### config.mk
export PLATFORM = sky130hd
export DESIGN_NAME = eight_bit_alu_with_flags
export DESIGN_NICKNAME = d
export VERILOG_FILES = /design/src/hw/rtl/ebalu_pkg.sv /design/src/hw/rtl/eight_bit_alu_with_flags.sv /design/src/hw/rtl/ebalu_arith.sv /design/src/hw/rtl/ebalu_select.sv /design/src/hw/rtl/ebalu_flags.sv
export SDC_FILE = /design/constraint.sdc
export NUM_CORES = 1
export LEC_CHECK = 0
export BUFFER_PORTS_ARGS = -buffer_cell sky130_fd_sc_hd__buf_2
export CAP_MARGIN = 20
export CORE_MARGIN = 1.5
export CORE_UTILIZATION = 35
export DETAILED_ROUTE_END_ITERATION = 10
export MAX_ROUTING_LAYER = met4
export PLACE_DENSITY = 0.57
export SYNTH_ARGS = -nofsm -noshare
export SYNTH_HDL_FRONTEND = slang
export SYNTH_SLANG_ARGS = --single-unit
### constraint.sdc
create_clock -name clk -period 2.7 [get_ports clk]
set_clock_uncertainty 0.1 [all_clocks]
set_input_delay 0.54 -clock clk [delete_from_list [all_inputs] [get_ports clk]]
set_output_delay 0.54 -clock clk [all_outputs]
set_load 0.005 [all_outputs]
### src/hw/rtl/ebalu_pkg.sv
package ebalu_pkg;

  localparam logic [4:0] OP_ADD     = 5'd0;
  localparam logic [4:0] OP_ADC     = 5'd1;
  localparam logic [4:0] OP_SUB     = 5'd2;
  localparam logic [4:0] OP_SBC     = 5'd3;
  localparam logic [4:0] OP_AND     = 5'd4;
  localparam logic [4:0] OP_XOR     = 5'd5;
  localparam logic [4:0] OP_OR      = 5'd6;
  localparam logic [4:0] OP_CP      = 5'd7;
  localparam logic [4:0] OP_INC     = 5'd8;
  localparam logic [4:0] OP_DEC     = 5'd9;
  localparam logic [4:0] OP_RLC     = 5'd10;
  localparam logic [4:0] OP_RRC     = 5'd11;
  localparam logic [4:0] OP_RL      = 5'd12;
  localparam logic [4:0] OP_RR      = 5'd13;
  localparam logic [4:0] OP_SLA     = 5'd14;
  localparam logic [4:0] OP_SRA     = 5'd15;
  localparam logic [4:0] OP_SWAP    = 5'd16;
  localparam logic [4:0] OP_SRL     = 5'd17;
  localparam logic [4:0] OP_BIT     = 5'd18;
  localparam logic [4:0] OP_RES     = 5'd19;
  localparam logic [4:0] OP_SET     = 5'd20;
  localparam logic [4:0] OP_RLCA    = 5'd21;
  localparam logic [4:0] OP_RRCA    = 5'd22;
  localparam logic [4:0] OP_RLA     = 5'd23;
  localparam logic [4:0] OP_RRA     = 5'd24;
  localparam logic [4:0] OP_DAA     = 5'd25;
  localparam logic [4:0] OP_CPL     = 5'd26;
  localparam logic [4:0] OP_SCF     = 5'd27;
  localparam logic [4:0] OP_CCF     = 5'd28;
  localparam logic [4:0] OP_ADD16   = 5'd29;
  localparam logic [4:0] OP_ADD_OFF = 5'd30;

  // flag positions in a 4-bit flag word
  localparam int FLAG_Z = 3;
  localparam int FLAG_N = 2;
  localparam int FLAG_H = 1;
  localparam int FLAG_C = 0;

  localparam logic [7:0] DAA_HI_CORR = 8'h06 << 4;
  localparam logic [7:0] DAA_LO_CORR = 8'h06;
  localparam logic [7:0] DAA_LIMIT   = 8'h99;
  localparam logic [3:0] BCD_MAX     = 4'd9;

  // after the adder stage
  typedef struct packed {
    logic [4:0]  op;
    logic [7:0]  acc;
    logic [7:0]  operand;
    logic [2:0]  bit_index;
    logic [3:0]  flags;
    logic [7:0]  ar;
    logic        ah;
    logic        ac;
    logic [7:0]  ir;
    logic        ih;
    logic [7:0]  dr;
    logic        dc;
    logic [15:0] w;
    logic        wh;
    logic        wc;
  } s1_t;

  // after the select stage
  typedef struct packed {
    logic [7:0]  r;
    logic [15:0] w;
    logic [7:0]  zsrc;
    logic        zcalc;
    logic        zfix;
    logic        n;
    logic        h;
    logic        c;
  } s2_t;

endpackage

### src/hw/rtl/eight_bit_alu_with_flags.sv
// Eight-bit ALU with Z/N/H/C flags. A request is taken whenever start is high;
// busy is always low, so a new request may be issued every cycle. Each request
// gives exactly one result, after the three register stages (adders, result
// select, flag assembly), on result, wide_result and flags_out, marked by done
// for one cycle; results leave in request order. The receiver cannot stall the
// pipeline and must take every result.
module eight_bit_alu_with_flags
  import ebalu_pkg::*;
(
  input  logic              clk,
  input  logic              rst,
  input  logic              start,
  output logic              busy,
  input  logic [4:0]        op,
  input  logic [7:0]        acc,
  input  logic [7:0]        operand,
  input  logic [2:0]        bit_index,
  input  logic [3:0]        flags_in,
  input  logic [15:0]       wide_a,
  input  logic [15:0]       wide_b,
  input  logic signed [7:0] offset,
  output logic              done,
  output logic [7:0]        result,
  output logic [15:0]       wide_result,
  output logic [3:0]        flags_out
);

  logic accept;
  logic v1;
  logic v2;
  s1_t  d1;
  s2_t  d2;

  assign busy   = 1'b0;
  assign accept = start & ~busy;

  ebalu_arith u_arith (
    .clk       (clk),
    .rst       (rst),
    .in_valid  (accept),
    .op        (op),
    .acc       (acc),
    .operand   (operand),
    .bit_index (bit_index),
    .flags_in  (flags_in),
    .wide_a    (wide_a),
    .wide_b    (wide_b),
    .offset    (offset),
    .out_valid (v1),
    .out_data  (d1)
  );

  ebalu_select u_select (
    .clk       (clk),
    .rst       (rst),
    .in_valid  (v1),
    .in_data   (d1),
    .out_valid (v2),
    .out_data  (d2)
  );

  ebalu_flags u_flags (
    .clk         (clk),
    .rst         (rst),
    .in_valid    (v2),
    .in_data     (d2),
    .out_valid   (done),
    .result      (result),
    .wide_result (wide_result),
    .flags_out   (flags_out)
  );

endmodule

### src/hw/rtl/ebalu_arith.sv
module ebalu_arith
  import ebalu_pkg::*;
(
  input  logic              clk,
  input  logic              rst,
  input  logic              in_valid,
  input  logic [4:0]        op,
  input  logic [7:0]        acc,
  input  logic [7:0]        operand,
  input  logic [2:0]        bit_index,
  input  logic [3:0]        flags_in,
  input  logic [15:0]       wide_a,
  input  logic [15:0]       wide_b,
  input  logic signed [7:0] offset,
  output logic              out_valid,
  output s1_t               out_data
);

  s1_t         s_next;
  logic        cin;
  logic        is_sub;
  logic [8:0]  sum9;
  logic [4:0]  nib5;
  logic [7:0]  corr;
  logic [7:0]  off_u;
  logic [16:0] w17;
  logic [12:0] w13;
  logic [4:0]  o5;
  logic [8:0]  o9;

  always_comb begin
    cin    = ((op == OP_ADC) || (op == OP_SBC)) ? flags_in[FLAG_C] : 1'b0;
    is_sub = (op == OP_SUB) || (op == OP_SBC) || (op == OP_CP);
    if (is_sub) begin
      sum9 = {1'b0, acc} - {1'b0, operand} - {8'd0, cin};
      nib5 = {1'b0, acc[3:0]} - {1'b0, operand[3:0]} - {4'd0, cin};
    end else begin
      sum9 = {1'b0, acc} + {1'b0, operand} + {8'd0, cin};
      nib5 = {1'b0, acc[3:0]} + {1'b0, operand[3:0]} + {4'd0, cin};
    end

    // decimal adjust
    corr = 8'd0;
    if (!flags_in[FLAG_N]) begin
      if (flags_in[FLAG_C] || (acc > DAA_LIMIT)) corr = corr | DAA_HI_CORR;
      if (flags_in[FLAG_H] || (acc[3:0] > BCD_MAX)) corr = corr | DAA_LO_CORR;
      s_next.dr = acc + corr;
      s_next.dc = flags_in[FLAG_C] || (acc > DAA_LIMIT);
    end else begin
      if (flags_in[FLAG_C]) corr = corr | DAA_HI_CORR;
      if (flags_in[FLAG_H]) corr = corr | DAA_LO_CORR;
      s_next.dr = acc - corr;
      s_next.dc = flags_in[FLAG_C];
    end

    // 16-bit adds
    off_u = offset;
    if (op == OP_ADD_OFF) begin
      w17 = {1'b0, wide_a} + {1'b0, {8{off_u[7]}}, off_u};
      o5  = {1'b0, wide_a[3:0]} + {1'b0, off_u[3:0]};
      o9  = {1'b0, wide_a[7:0]} + {1'b0, off_u};
      w13 = 13'd0;
      s_next.wh = o5[4];
      s_next.wc = o9[8];
    end else begin
      w17 = {1'b0, wide_a} + {1'b0, wide_b};
      w13 = {1'b0, wide_a[11:0]} + {1'b0, wide_b[11:0]};
      o5  = 5'd0;
      o9  = 9'd0;
      s_next.wh = w13[12];
      s_next.wc = w17[16];
    end
    s_next.w = w17[15:0];

    s_next.op        = op;
    s_next.acc       = acc;
    s_next.operand   = operand;
    s_next.bit_index = bit_index;
    s_next.flags     = flags_in;
    s_next.ar        = sum9[7:0];
    s_next.ac        = sum9[8];
    s_next.ah        = nib5[4];
    if (op == OP_DEC) begin
      s_next.ir = operand - 8'd1;
      s_next.ih = (operand[3:0] == 4'h0);
    end else begin
      s_next.ir = operand + 8'd1;
      s_next.ih = (operand[3:0] == 4'hF);
    end
  end

  always_ff @(posedge clk) begin
    if (rst) begin
      out_valid <= 1'b0;
    end else begin
      out_valid <= in_valid;
    end
  end

  always_ff @(posedge clk) begin
    out_data <= s_next;
  end

endmodule

### src/hw/rtl/ebalu_select.sv
module ebalu_select
  import ebalu_pkg::*;
(
  input  logic clk,
  input  logic rst,
  input  logic in_valid,
  input  s1_t  in_data,
  output logic out_valid,
  output s2_t  out_data
);

  s2_t        s_next;
  logic [7:0] x;
  logic [7:0] sr;
  logic       sc;
  logic [7:0] mask;
  logic       cin;

  always_comb begin
    cin  = in_data.flags[FLAG_C];
    x    = (in_data.op >= OP_RLCA) ? in_data.acc : in_data.operand;
    mask = 8'd1 << in_data.bit_index;

    case (in_data.op)
      OP_RLC, OP_RLCA: begin
        sr = {x[6:0], x[7]};
        sc = x[7];
      end
      OP_RRC, OP_RRCA: begin
        sr = {x[0], x[7:1]};
        sc = x[0];
      end
      OP_RL, OP_RLA: begin
        sr = {x[6:0], cin};
        sc = x[7];
      end
      OP_RR, OP_RRA: begin
        sr = {cin, x[7:1]};
        sc = x[0];
      end
      OP_SLA: begin
        sr = {x[6:0], 1'b0};
        sc = x[7];
      end
      OP_SRA: begin
        sr = {x[7], x[7:1]};
        sc = x[0];
      end
      OP_SWAP: begin
        sr = {x[3:0], x[7:4]};
        sc = 1'b0;
      end
      OP_SRL: begin
        sr = {1'b0, x[7:1]};
        sc = x[0];
      end
      default: begin
        sr = x;
        sc = 1'b0;
      end
    endcase

    s_next.r     = in_data.acc;
    s_next.w     = 16'd0;
    s_next.zsrc  = in_data.ar;
    s_next.zcalc = 1'b0;
    s_next.zfix  = in_data.flags[FLAG_Z];
    s_next.n     = in_data.flags[FLAG_N];
    s_next.h     = in_data.flags[FLAG_H];
    s_next.c     = cin;

    case (in_data.op)
      OP_ADD, OP_ADC, OP_SUB, OP_SBC, OP_CP: begin
        if (in_data.op != OP_CP) s_next.r = in_data.ar;
        s_next.zcalc = 1'b1;
        s_next.n     = (in_data.op != OP_ADD) && (in_data.op != OP_ADC);
        s_next.h     = in_data.ah;
        s_next.c     = in_data.ac;
      end
      OP_AND, OP_XOR, OP_OR: begin
        if (in_data.op == OP_AND) begin
          s_next.r = in_data.acc & in_data.operand;
        end else if (in_data.op == OP_XOR) begin
          s_next.r = in_data.acc ^ in_data.operand;
        end else begin
          s_next.r = in_data.acc | in_data.operand;
        end
        s_next.zsrc  = s_next.r;
        s_next.zcalc = 1'b1;
        s_next.n     = 1'b0;
        s_next.h     = (in_data.op == OP_AND);
        s_next.c     = 1'b0;
      end
      OP_INC, OP_DEC: begin
        s_next.r     = in_data.ir;
        s_next.zsrc  = in_data.ir;
        s_next.zcalc = 1'b1;
        s_next.n     = (in_data.op == OP_DEC);
        s_next.h     = in_data.ih;
      end
      OP_RLC, OP_RRC, OP_RL, OP_RR, OP_SLA, OP_SRA, OP_SWAP, OP_SRL: begin
        s_next.r     = sr;
        s_next.zsrc  = sr;
        s_next.zcalc = 1'b1;
        s_next.n     = 1'b0;
        s_next.h     = 1'b0;
        s_next.c     = sc;
      end
      OP_RLCA, OP_RRCA, OP_RLA, OP_RRA: begin
        s_next.r    = sr;
        s_next.zfix = 1'b0;
        s_next.n    = 1'b0;
        s_next.h    = 1'b0;
        s_next.c    = sc;
      end
      OP_BIT: begin
        s_next.r    = in_data.operand;
        s_next.zfix = ~|(in_data.operand & mask);
        s_next.n    = 1'b0;
        s_next.h    = 1'b1;
      end
      OP_RES: s_next.r = in_data.operand & ~mask;
      OP_SET: s_next.r = in_data.operand | mask;
      OP_DAA: begin
        s_next.r     = in_data.dr;
        s_next.zsrc  = in_data.dr;
        s_next.zcalc = 1'b1;
        s_next.h     = 1'b0;
        s_next.c     = in_data.dc;
      end
      OP_CPL: begin
        s_next.r = ~in_data.acc;
        s_next.n = 1'b1;
        s_next.h = 1'b1;
      end
      OP_SCF, OP_CCF: begin
        s_next.n = 1'b0;
        s_next.h = 1'b0;
        s_next.c = (in_data.op == OP_SCF) ? 1'b1 : ~cin;
      end
      OP_ADD16, OP_ADD_OFF: begin
        s_next.w = in_data.w;
        if (in_data.op == OP_ADD_OFF) s_next.zfix = 1'b0;
        s_next.n = 1'b0;
        s_next.h = in_data.wh;
        s_next.c = in_data.wc;
      end
      default: begin
        s_next.r = in_data.acc;
      end
    endcase
  end

  always_ff @(posedge clk) begin
    if (rst) begin
      out_valid <= 1'b0;
    end else begin
      out_valid <= in_valid;
    end
  end

  always_ff @(posedge clk) begin
    out_data <= s_next;
  end

endmodule

### src/hw/rtl/ebalu_flags.sv
module ebalu_flags
  import ebalu_pkg::*;
(
  input  logic        clk,
  input  logic        rst,
  input  logic        in_valid,
  input  s2_t         in_data,
  output logic        out_valid,
  output logic [7:0]  result,
  output logic [15:0] wide_result,
  output logic [3:0]  flags_out
);

  logic       z;
  logic [3:0] f_next;

  always_comb begin
    z = in_data.zcalc ? (in_data.zsrc == 8'd0) : in_data.zfix;
    f_next = 4'd0;
    f_next[FLAG_Z] = z;
    f_next[FLAG_N] = in_data.n;
    f_next[FLAG_H] = in_data.h;
    f_next[FLAG_C] = in_data.c;
  end

  always_ff @(posedge clk) begin
    if (rst) begin
      out_valid <= 1'b0;
    end else begin
      out_valid <= in_valid;
    end
  end

  always_ff @(posedge clk) begin
    result      <= in_data.r;
    wide_result <= in_data.w;
    flags_out   <= f_next;
  end

endmodule

==> results.sh <==
export IMPL_worst_slew_margin_rel_pct=53.0
export IMPL_post_cts_buffers=0
export IMPL_vias=6923
export IMPL_synthCells=903
export IMPL_ys_seq_area_share_pct=35.5
export IMPL_fin_ws_ns=0.163
export IMPL_rsz0062_at_grt="false"
export IMPL_start_util_pct=36.0
export IMPL_grt_max_degree=22
export IMPL_synthFlopType="dfxtp_1"
export IMPL_cts_buffers=17
export IMPL_start_kind="register"
export IMPL_die_area_um2=23600
export IMPL_syn_to_final_growth_pct=25.7
export IMPL_critPathMaxFanout=15
export IMPL_hold_class="in -> reg"
export IMPL_first_pass_iters=5
export IMPL_clkSinkCount=141
export IMPL_wl_per_cell_um=15.5
export IMPL_syn_nets=1064
export IMPL_grt_pass1_vias=6740
export IMPL_pwr_density_cell_nw_per_um2=616
export IMPL_globalplace_congestion=0.891
export IMPL_total_power_w=0.00616
export IMPL_drc=0
export IMPL_syn_area_per_cell_um2=8.81
export IMPL_synth_distinct_cells=65
export IMPL_path_clk_slew_ns=0.06
export IMPL_fillers=2154
export IMPL_ant_nets=0
export IMPL_path_buf_inv=3
export IMPL_cpPeakStageDelay_ns=0.64
export IMPL_worstSetupPathType="reg -> reg"
export IMPL_wirelength_um=21300
export IMPL_fin_crit_sh_pct=94.0
export IMPL_clk_latency_ns=0.42
export IMPL_worstMarginPinSlew_ns=0.687
export IMPL_synth_async_sr_flop_share_pct=0
export IMPL_synth_seq_cells=141
export IMPL_yosys_warnings=0
export IMPL_die_w_um=154
export IMPL_die_height_um=154
export IMPL_drv_cap=0
export IMPL_cp_end_kind="register"
export IMPL_cts_buffer_depth=2
export IMPL_pre_cts_ws_ns=-0.262
export IMPL_grtUsageTotal_pct=19.2
export IMPL_cts_tree="built"
export IMPL_grt_pass1_wl_um=34800
export IMPL_multi_input_area_um2=4820
export IMPL_vdd_drop_max_uv=441
export IMPL_layout_drive_gt1_share_pct=21.3
export IMPL_setup_viol=0
export IMPL_cts_max_level=4
export IMPL_crit_chain="buf_4 -> and2_1 -> nor2_1 -> nor2_1 -> buf_12 -> a221o_1 -> a2111oi_0 -> buf_4 -> a32oi_1"
export IMPL_crit_slowest_cell="a2111oi_0"
export IMPL_seq_area_um2=2820
export IMPL_hold_viol=0
export IMPL_fmax_mhz=394
export IMPL_syn_area_um2=7960
export IMPL_io_pins=101
export IMPL_ctsRootBufferMaster="clkbuf_16"
export IMPL_period_needed_ns=2.54
export IMPL_dp_hpwl_um=17300
export IMPL_drv_slew=0
export IMPL_synth_edf_count=0
export IMPL_drt_iter0_drc=527
export IMPL_core_area_um2=22100
export IMPL_port_buffers=99
export IMPL_critical_path_arrival_ns=2.73
export IMPL_crit_family="compound AO/OA/AOI/OAI gates"
export IMPL_grt_antenna_before_repair=3
export IMPL_final_nets=1241
export IMPL_rows=54
export IMPL_vias_per_cell=5.03
export IMPL_p_leak_nw=4.73
export IMPL_overflow=0
export IMPL_fin_util_pct=45.3
export IMPL_status="finished clean"
export IMPL_required_ns=2.89
==> power breakdown <==
group	total, W	internal, W	leakage (nW)	switching, W
logic	0.00127	0.000604	3.26	0.000667
clock network	0.00243	0.00153	0.295	0.000898
registers	0.00246	0.00233	1.18	0.000123
==> cell usage after synthesis, drive strengths merged (7+ instances only) <==
cell type  count  area share (%)
a21o          19             1.8
a21oi         60             3.8
a31oi          8            0.63
a32oi          9            0.99
and2          17             1.3
and3           9            0.71
buf           10            0.64
clkbuf        15            0.71
dfxtp        141              35
fa             7             1.8
ha            83              13
inv           59             2.8
mux2i         26             3.3
nand2         62             2.9
nand2b        17             1.3
nand3         12            0.75
nor2          81             3.8
nor2b         20             1.7
nor3          16             1.2
o211ai         8            0.82
o21a           9            0.85
o21ai         63             4.1
o22ai         20             1.6
xnor2         30             3.3
xor2          22             2.4
==> metrics by stage <==
step / instances / setup TNS [ns] / hold WS (ns) / instance area, µm²
6_report: 1377 / 0 / 0.121 / 10000
4_1_cts: 1373 / 0 / 0.102 / 9980
5_1_grt: 1376 / 0 / 0.106 / 10000
3_3_place_gp: 1341 / -0.865 / 0.210 / 9360
3_5_place_dp: 1341 / -1.18 / 0.212 / 9360
2_1_floorplan: 903 / 0 / 0.210 / 7960
==> registers in the layout (all words and copies together) (netlist names) <==
register and count:
u_select.out_data 37, u_flags.flags_out 4, u_arith.out_data 73, u_arith.out_valid 1, u_select.out_valid 1, u_flags.wide_result 16
u_flags.out_valid 1, u_flags.result 8
==> worst paths after layout <==
check	start	endpoint	slack, ns	depth (start not counted)
setup reg to reg	u_arith.out_data[70]	u_select.out_data[33]	0.16	9
setup / recovery	u_arith.out_data[70]	u_select.out_data[33]	0.16	9
hold reg to reg	u_select.out_data[20]	u_flags.wide_result[7]	0.22	0
hold / removal	flags_in[3]	u_arith.out_data[49]	0.12	1
==> timing repair <==
item | CTS | global route
hold buffers | 0 | 0
resized for setup | 0 | 1
endpoints found under the setup margin | 0 | 1
==> per-layer routing <==
layer,global-route usage (%),part of all wire (%)
met1,25.7,49
met2,29.4,45
met3,3.66,5.1
met4,5.13,1.2
met5,-,0
==> worst reg2reg max path, delay by kind of cell (launching register included) <==
| family | cells | cell delay (ns) |
|---|---|---|
| AND/OR/NAND/NOR | 3 | 0.38 |
| flip-flops | 1 | 0.38 |
| AO/OA/AOI/OAI | 3 | 0.99 |
| buffers and inverters | 3 | 0.57 |
==> layout make-up <==
cell class              instances  area share (%)
well taps                     280            3.50
diodes                          4           0.100
repair buffers                183            11.5
clock inverters                12            1.60
multi-input cells             678            48.2
flip-flops and latches        141            28.2
clock buffers                  20            4.67
inverters                      59            2.21
==> logic make-up (layout without fill, tap and decap cells) <==
family	after synthesis	after routing	synth area share [%]
AOI/OAI and AO/OA	254	254	20.7
xor gates and xnor gates	52	52	5.72
adders and majority gates	90	90	14.8
buffers and inverters	84	274	4.14
DFF	141	141	35.5
muxes	29	29	3.69
other	1	5	0.0471
and+or+nand+nor	252	252	15.4
==> cells in the final DEF, fill, tap and decap left out, types with 4 or more instances in the layout <==
master / instances
xnor2_1: 30
diode_2: 4
a32oi_1: 9
clkbuf_16: 17
nand2b_1: 17
mux2i_1: 26
o22ai_1: 20
dfxtp_1: 141
a222oi_1: 5
o21ai_0: 58
clkinvlp_4: 4
inv_1: 59
a2111oi_0: 4
nor3_1: 13
and3_1: 9
buf_2: 99
buf_4: 82
a221oi_1: 4
o21bai_1: 4
xor2_1: 22
nor2_1: 81
a211oi_1: 6
o21ai_1: 4
a21oi_1: 59
a22oi_1: 6
nor2b_1: 19
nand3_1: 12
o31ai_1: 5
a21o_1: 19
ha_1: 83
and2_1: 17
a31oi_1: 8
o21a_1: 9
or2_2: 4
fa_1: 6
o211ai_1: 7
nand2_1: 62
(Power assumes the default switching activity.)
